===== src/hdl/utf8_stream_sanitizer_defines.svh =====
`ifndef UTF8_STREAM_SANITIZER_DEFINES_SVH
`define UTF8_STREAM_SANITIZER_DEFINES_SVH

// Same-cycle implication, sampled on the rising edge of clk outside reset.
`define USS_ASSERT_NOW(label, ante, cons) \
    label: assert property (@(posedge clk) disable iff (!rst_n) (ante) |-> (cons)) \
        else $error("sanitizer check failed in the same cycle");

// Next-cycle implication, sampled on the rising edge of clk outside reset.
`define USS_ASSERT_NEXT(label, ante, cons) \
    label: assert property (@(posedge clk) disable iff (!rst_n) (ante) |=> (cons)) \
        else $error("sanitizer check failed one cycle later");

`endif


===== src/hdl/uss_pkg.sv =====
`timescale 1ns / 1ps
`default_nettype none

package uss_pkg;

    localparam logic [7:0] MASK_LEAD2 = 8'hE0;
    localparam logic [7:0] CODE_LEAD2 = 8'hC0;
    localparam logic [7:0] MASK_LEAD3 = 8'hF0;
    localparam logic [7:0] CODE_LEAD3 = 8'hE0;
    localparam logic [7:0] MASK_LEAD4 = 8'hF8;
    localparam logic [7:0] CODE_LEAD4 = 8'hF0;
    localparam logic [7:0] MASK_CONT  = 8'hC0;
    localparam logic [7:0] CODE_CONT  = 8'h80;

    localparam logic [7:0] REPL_BYTE0 = 8'hEF;
    localparam logic [7:0] REPL_BYTE1 = 8'hBF;
    localparam logic [7:0] REPL_BYTE2 = 8'hBD;

    localparam int BUF_DEPTH = 5;

    typedef struct packed {
        logic [7:0] in_byte;
        logic       end_of_stream;
    } uss_in_t;

    typedef struct packed {
        logic [7:0] out_byte;
        logic       run_last;
        logic       stream_done;
    } uss_out_t;

    // A raw byte together with the sequence length its lead pattern announces.
    typedef struct packed {
        logic [7:0] data;
        logic [2:0] slen;
    } uss_ent_t;

    typedef struct packed {
        uss_ent_t ent;
        logic     eos;
    } uss_item_t;

    typedef enum logic [0:0] {
        BK_LOAD,
        BK_RUN
    } uss_bk_state_t;

    typedef enum logic [1:0] {
        REP_NONE,
        REP_SECOND,
        REP_THIRD
    } uss_rep_t;

    function automatic logic [2:0] seq_len(input logic [7:0] b);
        logic [2:0] r;
        r = 3'd0;
        if ((b & MASK_LEAD2) == CODE_LEAD2) r = 3'd2;
        else if ((b & MASK_LEAD3) == CODE_LEAD3) r = 3'd3;
        else if ((b & MASK_LEAD4) == CODE_LEAD4) r = 3'd4;
        return r;
    endfunction

    function automatic logic is_cont(input logic [7:0] b);
        return (b & MASK_CONT) == CODE_CONT;
    endfunction

endpackage

`default_nettype wire


===== src/hdl/uss_front.sv =====
`timescale 1ns / 1ps
`default_nettype none

module uss_front
(
    input  wire logic               clk,
    input  wire logic               rst_n,
    input  wire logic               in_valid,
    output logic                    in_ready,
    input  wire uss_pkg::uss_in_t   in_data,
    output logic                    q_valid,
    input  wire logic               q_ready,
    output uss_pkg::uss_item_t      q_data
);

    logic               v0_reg, v0_next;
    logic               v1_reg, v1_next;
    uss_pkg::uss_item_t s0_reg, s0_next;
    uss_pkg::uss_item_t s1_reg, s1_next;
    uss_pkg::uss_item_t new_item;
    logic               push;
    logic               pop;

    // Classification happens on entry so the back end never decodes a lead.
    always_comb
    begin
        new_item.ent.data = in_data.in_byte;
        new_item.ent.slen = uss_pkg::seq_len(in_data.in_byte);
        new_item.eos      = in_data.end_of_stream;
    end

    assign in_ready = !v1_reg;
    assign push     = in_valid && in_ready;
    assign pop      = v0_reg && q_ready;
    assign q_valid  = v0_reg;
    assign q_data   = s0_reg;

    always_comb
    begin
        v0_next = v0_reg;
        v1_next = v1_reg;
        s0_next = s0_reg;
        s1_next = s1_reg;
        if (pop)
        begin
            if (v1_reg)
            begin
                s0_next = s1_reg;
                v0_next = 1'b1;
                if (push)
                begin
                    s1_next = new_item;
                end
                else
                begin
                    v1_next = 1'b0;
                end
            end
            else
            begin
                s0_next = new_item;
                v0_next = push;
            end
        end
        else if (push)
        begin
            if (!v0_reg)
            begin
                s0_next = new_item;
                v0_next = 1'b1;
            end
            else
            begin
                s1_next = new_item;
                v1_next = 1'b1;
            end
        end
    end

    always_ff @(posedge clk or negedge rst_n)
    begin
        if (!rst_n)
        begin
            v0_reg <= 1'b0;
            v1_reg <= 1'b0;
        end
        else
        begin
            v0_reg <= v0_next;
            v1_reg <= v1_next;
        end
    end

    always_ff @(posedge clk)
    begin
        s0_reg <= s0_next;
        s1_reg <= s1_next;
    end

endmodule

`default_nettype wire


===== src/hdl/uss_back.sv =====
`timescale 1ns / 1ps
`default_nettype none

module uss_back
(
    input  wire logic               clk,
    input  wire logic               rst_n,
    input  wire logic               q_valid,
    output logic                    q_ready,
    input  wire uss_pkg::uss_item_t q_data,
    output logic                    out_valid,
    input  wire logic               out_ready,
    output uss_pkg::uss_out_t       out_data
);

    localparam int DEPTH = uss_pkg::BUF_DEPTH;

    uss_pkg::uss_bk_state_t state_reg, state_next;
    uss_pkg::uss_ent_t      buf_reg [DEPTH];
    uss_pkg::uss_ent_t      buf_next [DEPTH];
    logic [2:0]             len_reg, len_next;
    logic                   last_reg, last_next;
    logic [1:0]             pass_reg, pass_next;
    uss_pkg::uss_rep_t      rep_reg, rep_next;
    logic                   out_valid_reg, out_valid_next;
    uss_pkg::uss_out_t      out_data_reg, out_data_next;

    logic                   out_free;
    logic                   load;
    logic                   emit;
    logic                   final_beat;
    logic                   step_done;
    logic [7:0]             emit_byte;
    logic                   shift;
    logic                   rest0;
    logic                   rest1;
    logic                   followers_ok;

    assign out_free  = !out_valid_reg || out_ready;
    assign load      = q_valid && q_ready;
    assign out_valid = out_valid_reg;
    assign out_data  = out_data_reg;

    // A remainder that gives no beat is either empty or an unfinished lead
    // that will be held over to the next byte.
    always_comb
    begin
        rest0 = (len_reg == 3'd0)
             || (!last_reg && buf_reg[0].slen != 3'd0 && len_reg < buf_reg[0].slen);
        rest1 = (len_reg <= 3'd1)
             || (!last_reg && buf_reg[1].slen != 3'd0
                 && (len_reg - 3'd1) < buf_reg[1].slen);
        followers_ok = 1'b1;
        for (int k = 1; k < 4; k++)
        begin
            if (3'(k) < buf_reg[0].slen && !uss_pkg::is_cont(buf_reg[k].data))
            begin
                followers_ok = 1'b0;
            end
        end
    end

    always_comb
    begin
        emit       = 1'b0;
        final_beat = 1'b0;
        step_done  = 1'b0;
        emit_byte  = buf_reg[0].data;
        shift      = 1'b0;
        len_next   = len_reg;
        last_next  = last_reg;
        pass_next  = pass_reg;
        rep_next   = rep_reg;
        for (int i = 0; i < DEPTH; i++)
        begin
            buf_next[i] = buf_reg[i];
        end

        if (state_reg == uss_pkg::BK_LOAD)
        begin
            if (load)
            begin
                for (int i = 0; i < DEPTH; i++)
                begin
                    if (3'(i) == len_reg)
                    begin
                        buf_next[i] = q_data.ent;
                    end
                end
                len_next  = len_reg + 3'd1;
                last_next = q_data.eos;
                pass_next = 2'd0;
                rep_next  = uss_pkg::REP_NONE;
            end
        end
        else if (pass_reg != 2'd0)
        begin
            if (out_free)
            begin
                emit       = 1'b1;
                shift      = 1'b1;
                pass_next  = pass_reg - 2'd1;
                final_beat = (pass_reg == 2'd1) && rest1;
            end
        end
        else
        begin
            case (rep_reg)
                uss_pkg::REP_SECOND:
                begin
                    if (out_free)
                    begin
                        emit      = 1'b1;
                        emit_byte = uss_pkg::REPL_BYTE1;
                        rep_next  = uss_pkg::REP_THIRD;
                    end
                end
                uss_pkg::REP_THIRD:
                begin
                    if (out_free)
                    begin
                        emit       = 1'b1;
                        emit_byte  = uss_pkg::REPL_BYTE2;
                        rep_next   = uss_pkg::REP_NONE;
                        final_beat = rest0;
                    end
                end
                default:
                begin
                    if (len_reg == 3'd0)
                    begin
                        step_done = 1'b1;
                    end
                    else if (!buf_reg[0].data[7])
                    begin
                        if (out_free)
                        begin
                            emit       = 1'b1;
                            shift      = 1'b1;
                            final_beat = rest1;
                        end
                    end
                    else if (buf_reg[0].slen == 3'd0)
                    begin
                        if (out_free)
                        begin
                            emit      = 1'b1;
                            emit_byte = uss_pkg::REPL_BYTE0;
                            shift     = 1'b1;
                            rep_next  = uss_pkg::REP_SECOND;
                        end
                    end
                    else if (len_reg < buf_reg[0].slen)
                    begin
                        if (!last_reg)
                        begin
                            // Keep the lead and its followers in place for the next byte.
                            step_done = 1'b1;
                        end
                        else if (out_free)
                        begin
                            emit      = 1'b1;
                            emit_byte = uss_pkg::REPL_BYTE0;
                            len_next  = 3'd0;
                            rep_next  = uss_pkg::REP_SECOND;
                        end
                    end
                    else if (followers_ok)
                    begin
                        if (out_free)
                        begin
                            emit      = 1'b1;
                            shift     = 1'b1;
                            pass_next = 2'(buf_reg[0].slen - 3'd1);
                        end
                    end
                    else
                    begin
                        // Only the lead is replaced; the followers are scanned again.
                        if (out_free)
                        begin
                            emit      = 1'b1;
                            emit_byte = uss_pkg::REPL_BYTE0;
                            shift     = 1'b1;
                            rep_next  = uss_pkg::REP_SECOND;
                        end
                    end
                end
            endcase
        end

        if (shift)
        begin
            for (int i = 0; i < DEPTH - 1; i++)
            begin
                buf_next[i] = buf_reg[i + 1];
            end
            len_next = len_reg - 3'd1;
        end
        if (final_beat)
        begin
            step_done = 1'b1;
        end
    end

    always_comb
    begin
        state_next = state_reg;
        case (state_reg)
            uss_pkg::BK_LOAD:
            begin
                if (load)
                begin
                    state_next = uss_pkg::BK_RUN;
                end
            end
            uss_pkg::BK_RUN:
            begin
                if (step_done)
                begin
                    state_next = uss_pkg::BK_LOAD;
                end
            end
            default:
            begin
                state_next = uss_pkg::BK_LOAD;
            end
        endcase
    end

    always_comb
    begin
        q_ready        = (state_reg == uss_pkg::BK_LOAD);
        out_valid_next = out_valid_reg && !out_ready;
        out_data_next  = out_data_reg;
        if (emit)
        begin
            out_valid_next            = 1'b1;
            out_data_next.out_byte    = emit_byte;
            out_data_next.run_last    = final_beat;
            out_data_next.stream_done = final_beat && last_reg;
        end
    end

    always_ff @(posedge clk or negedge rst_n)
    begin
        if (!rst_n)
        begin
            state_reg     <= uss_pkg::BK_LOAD;
            len_reg       <= 3'd0;
            last_reg      <= 1'b0;
            pass_reg      <= 2'd0;
            rep_reg       <= uss_pkg::REP_NONE;
            out_valid_reg <= 1'b0;
        end
        else
        begin
            state_reg     <= state_next;
            len_reg       <= len_next;
            last_reg      <= last_next;
            pass_reg      <= pass_next;
            rep_reg       <= rep_next;
            out_valid_reg <= out_valid_next;
        end
    end

    always_ff @(posedge clk)
    begin
        for (int i = 0; i < DEPTH; i++)
        begin
            buf_reg[i] <= buf_next[i];
        end
        out_data_reg <= out_data_next;
    end

endmodule

`default_nettype wire


===== src/hdl/utf8_stream_sanitizer.sv =====
`timescale 1ns / 1ps
`default_nettype none

// Channel   Direction  Handshake             Payload
// in        input      in_valid / in_ready   uss_in_t  (in_byte, end_of_stream)
// out       output     out_valid / out_ready uss_out_t (out_byte, run_last, stream_done)
//
// Each byte is first loaded into the scan buffer, then scanned for its output
// beats; a byte that only extends a pending sequence is scanned without a beat.
// The load-then-scan sequencer takes no new byte until that scan is done.
// A two-entry queue decouples input from the scanner; the output register lets a
// stalled out_ready hold only the scanner, never the input queue directly.
// rst_n clears all control state asynchronously; no clearing pass is needed.

`include "utf8_stream_sanitizer_defines.svh"

module utf8_stream_sanitizer
(
    input  wire logic              clk,
    input  wire logic              rst_n,
    input  wire logic              in_valid,
    output logic                   in_ready,
    input  wire uss_pkg::uss_in_t  in_data,
    output logic                   out_valid,
    input  wire logic              out_ready,
    output uss_pkg::uss_out_t      out_data
);

    logic               q_valid;
    logic               q_ready;
    uss_pkg::uss_item_t q_data;

    uss_front u_front
    (
        .clk      (clk),
        .rst_n    (rst_n),
        .in_valid (in_valid),
        .in_ready (in_ready),
        .in_data  (in_data),
        .q_valid  (q_valid),
        .q_ready  (q_ready),
        .q_data   (q_data)
    );

    uss_back u_back
    (
        .clk       (clk),
        .rst_n     (rst_n),
        .q_valid   (q_valid),
        .q_ready   (q_ready),
        .q_data    (q_data),
        .out_valid (out_valid),
        .out_ready (out_ready),
        .out_data  (out_data)
    );

    // After the scanner takes a beat from the queue, it is not ready in the next cycle.
    `USS_ASSERT_NEXT(a_pop_busy, q_valid && q_ready, !q_ready)
    // An accepted input beat always leaves something in the queue.
    `USS_ASSERT_NEXT(a_push_fills, in_valid && in_ready, q_valid)
    // The end of the stream is always the last beat of its byte.
    `USS_ASSERT_NOW(a_done_last, out_valid && out_data.stream_done, out_data.run_last)

endmodule

`default_nettype wire

===== config.mk =====
export PLATFORM = sky130hd
export DESIGN_NAME = utf8_stream_sanitizer
export DESIGN_NICKNAME = d
export VERILOG_FILES = /design/src/hdl/uss_pkg.sv /design/src/hdl/uss_front.sv /design/src/hdl/uss_back.sv /design/src/hdl/utf8_stream_sanitizer.sv
export VERILOG_INCLUDE_DIRS = /design/src /design/src/hdl
export SDC_FILE = /design/constraint.sdc
export NUM_CORES = 1
export LEC_CHECK = 0
export ABC_AREA = 1
export BUFFER_PORTS_ARGS = -buffer_cell sky130_fd_sc_hd__buf_2
export CORE_MARGIN = 2
export CORE_UTILIZATION = 35
export DETAILED_ROUTE_END_ITERATION = 16
export PLACE_DENSITY = 0.62
export REMOVE_ABC_BUFFERS = 1
export SYNTH_ARGS = -nofsm -noshare
export SYNTH_HDL_FRONTEND = slang
export SYNTH_SLANG_ARGS = --single-unit

===== constraint.sdc =====
create_clock -name clk -period 5.7 [get_ports clk]
set_input_delay 0.57 -clock clk [delete_from_list [all_inputs] [get_ports clk]]
set_output_delay 0.57 -clock clk [all_outputs]
set_load 0.05 [all_outputs]

==> results of run 1 <==
[cell type report]
class,count,area (um2)
clock buffer,9,225
fill,1263,7910
timing repair buffer,28,150
sequential,101,2970
inverter,47,176
tap,176,220
clock inverter,7,67.6
multi-input combinational,308,1470
[stage by stage]
step / worst slack, ns / instance area [um2] / hold WS (ns) / std cells
2_1_floorplan: 2.61 / 4620 / 0.274 / 456
3_3_place_gp: 3.07 / 4990 / 0.432 / 660
3_5_place_dp: 2.96 / 4990 / 0.436 / 660
4_1_cts: 3.05 / 5290 / 0.107 / 676
5_1_grt: 2.79 / 5290 / 0.121 / 676
6_report: 3.04 / 5290 / 0.104 / 676
[routing by layer]
metal  part of all wire [%]  GRT usage (%)  vias up
met5                      0              0        -
met4                    1.8           5.37        0
met3                    4.4           3.23       12
met2                     48           21.6       66
met1                     46           15.6     1481
li1                       -              -     1633
[worst paths after layout]
| check | from | endpoint | slack, ns |
|---|---|---|---|
| worst max-delay path | u_back.len_reg[0] | u_back.buf_reg[0][37] | 3.04 |
| worst min-delay path | rst_n | u_back.len_reg[0] | 0.10 |
| worst max register to register | u_back.len_reg[0] | u_back.buf_reg[0][37] | 3.04 |
| worst min register to register | u_front.q_data[1] | u_back.buf_reg[0][44] | 0.45 |
| max in group asynchronous | rst_n | u_back.pass_reg[1] | 5.35 |
| min in group clk | in_data[0] | u_front.s1_reg[0] | 0.41 |
[placed cells by master (no fill, tap or decap), drive strengths merged, types with 3 or more instances in the layout]
| cell | n |
|---|---|
| inv | 50 |
| nand3 | 53 |
| edfxtp | 89 |
| o21ai | 21 |
| nand4 | 4 |
| nor3 | 3 |
| buf | 28 |
| clkinv | 4 |
| clkbuf | 9 |
| dfrtp | 12 |
| ha | 13 |
| a21oi | 18 |
| nor2 | 25 |
| nand2 | 158 |
| a21boi | 3 |
[critical path, cell delays in order (launching register included)]
cell	delay, ns
dfrtp_1	0.42
inv_1	0.14
ha_1	0.29
nand2_4	0.12
nand2_1	0.08
nor3_2	0.14
nand2_1	0.12
nand2_4	0.35
nand2_2	0.21
nand2_1	0.41
[cells by family (layout without fill, tap and decap cells)]
| group | Yosys count | after routing | share of synthesized area (%) |
|---|---|---|---|
| adders and majority gates | 13 | 13 | 3.45 |
| DFF | 101 | 101 | 63.1 |
| xor gates and xnor gates | 1 | 1 | 0.186 |
| AOI/OAI and AO/OA | 48 | 48 | 5.47 |
| buffers and inverters | 63 | 91 | 5.58 |
| and+or+nand+nor | 246 | 246 | 22.2 |
==> impl_metrics.ini, run 1 <==
[run_status]
outcome = completed

[detailed_routing]
wl_per_cell_um = 12.6
routed_via_density = 4.72
drc_errors = 0
drtIter0Drc = 243
drt-total-wl_um = 8490
dr.pass1.iters = 7
final_antenna_net_count = 0
route.vias.total = 3192

[final_layout]
area_growth_syn_to_layout_pct = 12.3
antenna_cells = 0
largest_register_ffs = 55
final_nets = 521
final_util_pct = 40.1
drive_gt1_share_pct = 10.8

[setup_path]
cp-end-kind = flop
reg2regPathDepth = 9
startpoint_type = flop
critPathArrivalTime_ns = 2.66
crit_required_ns = 5.69
worstPathMaxFanout = 42
critPathKind = reg2reg

[clock_network]
cts_resized = 0
cts.sink_count = 101
h-tree-depth = 3
clock_latency_ns = 0.35
hold_buffers = 0
cts-buffers-inserted = 9
post-cts-setup-buffers = 0
cts_tree = yes
cts.clk_slew.worst_paths_ns = 0.07
cts-root-buf = clkbuf_16
clockBufferDepth = 2

[timing]
max_freq_mhz = 375
hold_viol_final = 0
drv_slew = 0
finalSetupTns_ns = 0
period_share_pct = 46.7
setup_viol = 0
slew_headroom_pct = 39.5
rsz0062_at_grt = no
skew_ns = 0.00976
worst_slew_pin_slew_ns = 0.904
period_needed_ns = 2.66

[logic_synthesis]
yosysMostFrequentCell = nand2_1
synth-seq-cells = 101
synthArstFlopShare_pct = 11.9
syn_inst = 472
synth_area_leader_cell = edfxtp_1
synth_edf_count = 89
synth_flop_cell = edfxtp_1
synth_area_um2 = 4710
synth_top_area_share_pct = 56.8
synth_commonest_cells = nand2_1 (154), edfxtp_1 (89), nand3_1 (52), inv_1 (46), nor2_1 (24)
ys_seq_area_share_pct = 63.1
synth.avg_cell_area_um2 = 9.98
yosys_warnings = 0
synthTopCellsByArea = edfxtp_1 (57%), nand2_1 (12%), dfrtp_1 (6.4%), nand3_1 (5.5%), inv_1 (3.7%)
synthDistinctLibCells = 30

[placed_design]
port-buffer-count = 24
dp_hpwl_um = 6120
gp_congestion = 0.850

[hold_path]
hp-class = in2async

[run]
max_cap_viol_count = 0

[global_routing]
grt_overflow = 0
grt_usage_pct = 12.8
antenna_found_initial = 0
grt_pass1_vias = 3282
grt_max_degree = 54
grt_pass1_wl_um = 14800

[floorplanning]
core_um2 = 13200
die_w_um = 120
rows = 42
io_pins = 25
die-area_um2 = 14400
die_h_um = 120
initial_core_util_pct = 35.7
Power of run 1 is not shown: default switching activity piles up to over one toggle a cycle in this logic, so the estimate is an artifact.
==> inputs of run 2 (changes only) <==
--- a/config.mk
+++ b/config.mk
@@ -6,7 +6,7 @@
 export SDC_FILE = /design/constraint.sdc
 export NUM_CORES = 1
 export LEC_CHECK = 0
-export ABC_AREA = 1
+export ABC_AREA = 0
 export BUFFER_PORTS_ARGS = -buffer_cell sky130_fd_sc_hd__buf_2
 export CORE_MARGIN = 2
 export CORE_UTILIZATION = 35
==> constraint.sdc (replaced) <==
create_clock -name clk -period 2.5 [get_ports clk]
set_input_delay 0.25 -clock clk [delete_from_list [all_inputs] [get_ports clk]]
set_output_delay 0.25 -clock clk [all_outputs]
set_load 0.05 [all_outputs]
==> impl_metrics.ini, run 2 <==
[final_layout]
largest_register_ffs = 55
final_common_cell = edfxtp_1
final_cell_mix = edfxtp_1 (89), a22o_1 (44), buf_2 (24)
final_nets = 392
n_fill_cell = 1214
drive_gt1_share_pct = 21.3
area_growth_syn_to_layout_pct = 15.8
antenna_cells = 0

[placed_design]
port-buffer-count = 24
gp_congestion = 0.854
dp_hpwl_um = 5790

[global_routing]
grt_pass1_vias = 2671
grt_usage_pct = 12.3
grt_pass1_wl_um = 13500
grt_max_degree = 45
antenna_found_initial = 0
grt_overflow = 0

[hold_path]
holdCritStartpoint = in_data[0]
hp-class = in2reg
holdPathStages = 1
holdPathEnd = u_front.s1_reg[0]

[logic_synthesis]
synth_area_um2 = 4530
synthDistinctLibCells = 52
yosys_warnings = 0
synth_commonest_cells = edfxtp_1 (89), a22o_1 (44), nand2_1 (23), nor2_1 (21), inv_1 (15)
synth_top_area_share_pct = 58.9
synth_flop_cell = edfxtp_1
synth.avg_cell_area_um2 = 13.8
synth_area_leader_cell = edfxtp_1
yosysMostFrequentCell = edfxtp_1
synth-seq-cells = 101
syn_inst = 329
synthTopCellsByArea = edfxtp_1 (59%), a22o_1 (8.5%), dfrtp_1 (6.6%), ha_1 (3.6%), mux2_2 (3.0%)
synth_edf_count = 89
ys_seq_area_share_pct = 65.6
synthArstFlopShare_pct = 11.9

[setup_path]
reg2regPathDepth = 10
critPathArrivalTime_ns = 2.44
critPathKind = reg2reg
crit_required_ns = 2.60
worstPathMaxFanout = 5
startpoint_type = flop
reg2reg_slack_ns = 0.16
r2r_start = u_back.len_reg[1]
cp-end-kind = flop
r2r-end = u_back.out_data[0]

[detailed_routing]
drtIter0Drc = 173
drc_errors = 0
drt-total-wl_um = 8040
dr.pass1.iters = 5
wl_per_cell_um = 14.8
final_antenna_net_count = 0
routed_via_density = 5.05
route.vias.total = 2743

[floorplanning]
die_w_um = 118
die-area_um2 = 13900
die_h_um = 118
initial_core_util_pct = 35.9
io_pins = 25
core_um2 = 12600
rows = 41

[timing]
period_needed_ns = 2.34
slew_headroom_pct = 48.6
max_freq_mhz = 427
setup_viol = 0
rsz0062_at_grt = no
period_share_pct = 93.7
finalSetupTns_ns = 0
hold_viol_final = 0
worst_slew_pin_slew_ns = 0.768
drv_slew = 0
skew_ns = 0.00874

[clock_network]
clockBufferDepth = 2
cts-buffers-inserted = 9
cts_tree = yes
cts.sink_count = 101
clock_latency_ns = 0.35
cts.clk_slew.worst_paths_ns = 0.07
cts-root-buf = clkbuf_16
h-tree-depth = 3

[run]
max_cap_viol_count = 0

[run_status]
outcome = completed
[run 2: logic make-up after synthesis]
| group | after synthesis | synth area share, % |
|---|---|---|
| buffers and inverters | 31 | 2.92 |
| adder cells (fa/ha/maj) | 13 | 3.59 |
| AO/OA/AOI/OAI | 95 | 16.4 |
| XOR/XNOR | 2 | 0.386 |
| multiplexers | 13 | 3.20 |
| flip-flops | 101 | 65.6 |
| AND/OR/NAND/NOR | 74 | 7.97 |
[run 2: through the flow]
stage          utilization, %  setup WS [ns]  instance area, um2  std cells  hold WS, ns
6_report                 41.6          0.156                5250        543       0.0920
5_1_grt                  41.6         0.0443                5250        543       0.0770
4_1_cts                  41.6          0.202                5250        543       0.0793
3_5_place_dp             39.1          0.227                4940        526        0.165
3_3_place_gp             39.1          0.245                4940        526        0.158
2_1_floorplan               -          -1.14                4460        313      -0.0456
[run 2: how the worst max path moves through the flow]
stage                            startpoint            endpoint  slack [ns]
after global placement    u_back.len_reg[1]  u_back.out_data[0]        0.25
after detailed placement  u_back.len_reg[1]  u_back.out_data[4]        0.23
final                     u_back.len_reg[1]  u_back.out_data[0]        0.16
after floorplan            u_back.state_reg   u_front.q_data[0]       -1.14
after global routing      u_back.len_reg[1]  u_back.out_data[0]        0.04
after CTS                 u_back.len_reg[1]  u_back.out_data[4]        0.20
[run 2: critical path: stages (launching register included)]
cell and delay (ns):
dfrtp_1 0.43, inv_1 0.11, ha_1 0.28, inv_1 0.06
ha_1 0.27, a21boi_1 0.15, o21ai_0 0.09, o311ai_0 0.15
a21oi_1 0.16, o21a_1 0.24, and2_1 0.16
[run 2: layer usage]
layer / track usage [%] / up-vias / part of all wire (%)
li1: - / 1338 / -
met1: 16.7 / 1335 / 47
met2: 18.4 / 61 / 46
met3: 4.02 / 9 / 5.4
met4: 4.52 / 0 / 1.5
met5: 0 / - / 0
[run 2: final cells by class]
class	instances	area, um2	share of cell area [%]
Tap cell	172	215	4.10
Inverter	15	56.3	1.07
Clock inverter	7	81.3	1.55
Clock buffer	9	225	4.29
Timing Repair Buffer	42	258	4.91
Multi-Input combinational cell	197	1440	27.5
Sequential cell	101	2970	56.6
[run 2: what timing repair did]
action,in CTS,in global routing
buffers inserted,0,0
endpoints found under the hold margin,12,0
hold buffers,1,0
setup endpoints to repair,0,1
resized for setup,0,1
Power of run 2 is left out for the same reason.
==> inputs of run 3 (changes only) <==
--- a/config.mk
+++ b/config.mk
@@ -12,6 +12,7 @@
 export CORE_UTILIZATION = 35
 export DETAILED_ROUTE_END_ITERATION = 16
 export PLACE_DENSITY = 0.62
+export RECOVER_POWER = 25
 export REMOVE_ABC_BUFFERS = 1
 export SYNTH_ARGS = -nofsm -noshare
 export SYNTH_HDL_FRONTEND = slang
==> impl_metrics.ini, run 3 (synthesized netlist as in run 2, its figures left out) <==
[clock_network]
cts.sink_count = 101
cts-root-buf = clkbuf_16
cts.clk_slew.worst_paths_ns = 0.07
cts-buffers-inserted = 9
h-tree-depth = 3
clockBufferDepth = 2
cts_tree = yes
clock_latency_ns = 0.35

[setup_path]
reg2reg_slack_ns = 0.17
worstPathMaxFanout = 5
crit_buf_inv = 2
r2r_start = u_back.len_reg[1]
r2r-end = u_back.out_data[0]
critPathArrivalTime_ns = 2.43
critPathKind = reg2reg
reg2regPathDepth = 10
crit_chain = inv_1, ha_1, inv_1, ha_1, a21boi_1, o21ai_0, o311ai_0, a21oi_1, o21a_1, and2_1
crit_required_ns = 2.60
cp_slowest_stage_delay_ns = 0.43
crit_slowest_cell = dfrtp_1
cp_top_family = compound AO/OA/AOI/OAI gates
cp-end-kind = flop
startpoint_type = flop

[timing]
period_needed_ns = 2.33
setup_viol = 0
max_freq_mhz = 428
layout_setup_ws_ns = 0.166
finalSetupTns_ns = 0
worst_slew_pin_slew_ns = 0.774
drv_slew = 0
slew_headroom_pct = 48.4
rsz0062_at_grt = no
hold_viol_final = 0
skew_ns = 0.00942
period_share_pct = 93.4

[global_routing]
grt_overflow = 0
grt_pass1_wl_um = 13500
grt_max_degree = 45
grt_usage_pct = 12.3
grt_pass1_vias = 2671
antenna_found_initial = 0

[final_layout]
final_common_cell = edfxtp_1
n_fill_cell = 1225
final_cells = 543
final_nets = 392
antenna_cells = 0
postLayoutCellArea_um2 = 5220
final_cell_mix = edfxtp_1 (89), a22o_1 (44), nand2_1 (23)
multi_input_comb_area_um2 = 1440
drive_gt1_share_pct = 15.6
largest_register_ffs = 55
area_growth_syn_to_layout_pct = 15.1
seq_area_um2 = 2970

[floorplanning]
initial_core_util_pct = 35.9
rows = 41
core_um2 = 12600
die-area_um2 = 13900
die_h_um = 118
io_pins = 25
die_w_um = 118

[detailed_routing]
routed_via_density = 5.06
route.vias.total = 2747
final_antenna_net_count = 0
drc_errors = 0
drtIter0Drc = 176
drt-total-wl_um = 8070
dr.pass1.iters = 5
wl_per_cell_um = 14.9

[placed_design]
gp_congestion = 0.854
dp_cells = 526
place_ws_ns = 0.227
dp_hpwl_um = 5790
port-buffer-count = 24
postPlaceCellArea_um2 = 4940

[hold_path]
holdCritStartpoint = in_data[0]
holdPathStages = 1
hp-class = in2reg
holdPathEnd = u_front.s1_reg[0]

[run]
max_cap_viol_count = 0

[run_status]
outcome = completed
==> run 3: metal layers <==
metal | part of all wire (%) | GRT usage [%] | vias to the layer above
met4 | 0.90 | 4.52 | 0
met5 | 0 | 0 | -
met3 | 6.2 | 4.02 | 7
met1 | 47 | 16.7 | 1338
li1 | - | - | 1337
met2 | 46 | 18.4 | 65
==> run 3: area by class of cell <==
type | count | area share [%]
well taps | 172 | 4.12
clock inverters | 7 | 1.56
flip-flops and latches | 101 | 56.9
inverters | 15 | 1.08
multi-input cells | 197 | 27.7
repair buffers | 42 | 4.34
clock buffers | 9 | 4.31
==> run 3: worst register-to-register path, stage by stage (launching register included) <==
cell and delay, ns:
dfrtp_1 0.43, inv_1 0.12, ha_1 0.28, inv_1 0.06, ha_1 0.27, a21boi_1 0.15
o21ai_0 0.09, o311ai_0 0.15, a21oi_1 0.15, o21a_1 0.23, and2_1 0.16
==> run 3: how the worst max path moves through the flow <==
| stage | startpoint | end | cells after the start |
|---|---|---|---|
| 4_1_cts | u_back.len_reg[1] | u_back.out_data[4] | 6 |
| 6_report | u_back.len_reg[1] | u_back.out_data[0] | 10 |
| 3_3_place_gp | u_back.len_reg[1] | u_back.out_data[0] | 10 |
| 5_1_grt | u_back.len_reg[1] | u_back.out_data[0] | 10 |
| 3_5_place_dp | u_back.len_reg[1] | u_back.out_data[4] | 6 |
| 2_1_floorplan | u_back.state_reg | u_front.q_data[0] | 3 |
==> run 3: timing repair <==
item,4_1_cts,5_1_grt
endpoints found under the setup margin,0,1
hold buffers,1,0
hold endpoints to repair,12,0
setup buffers,0,0
gates resized for setup,0,1
==> run 3: through the flow <==
| step | utilization (%) | hold WS [ns] |
|---|---|---|
| 3_5_place_dp | 39.1 | 0.165 |
| 2_1_floorplan | - | -0.0456 |
| 3_3_place_gp | 39.1 | 0.158 |
| 4_1_cts | 41.6 | 0.0793 |
| 5_1_grt | 41.4 | 0.0770 |
| 6_report | 41.4 | 0.0918 |
Power of run 3 is left out for the same reason.
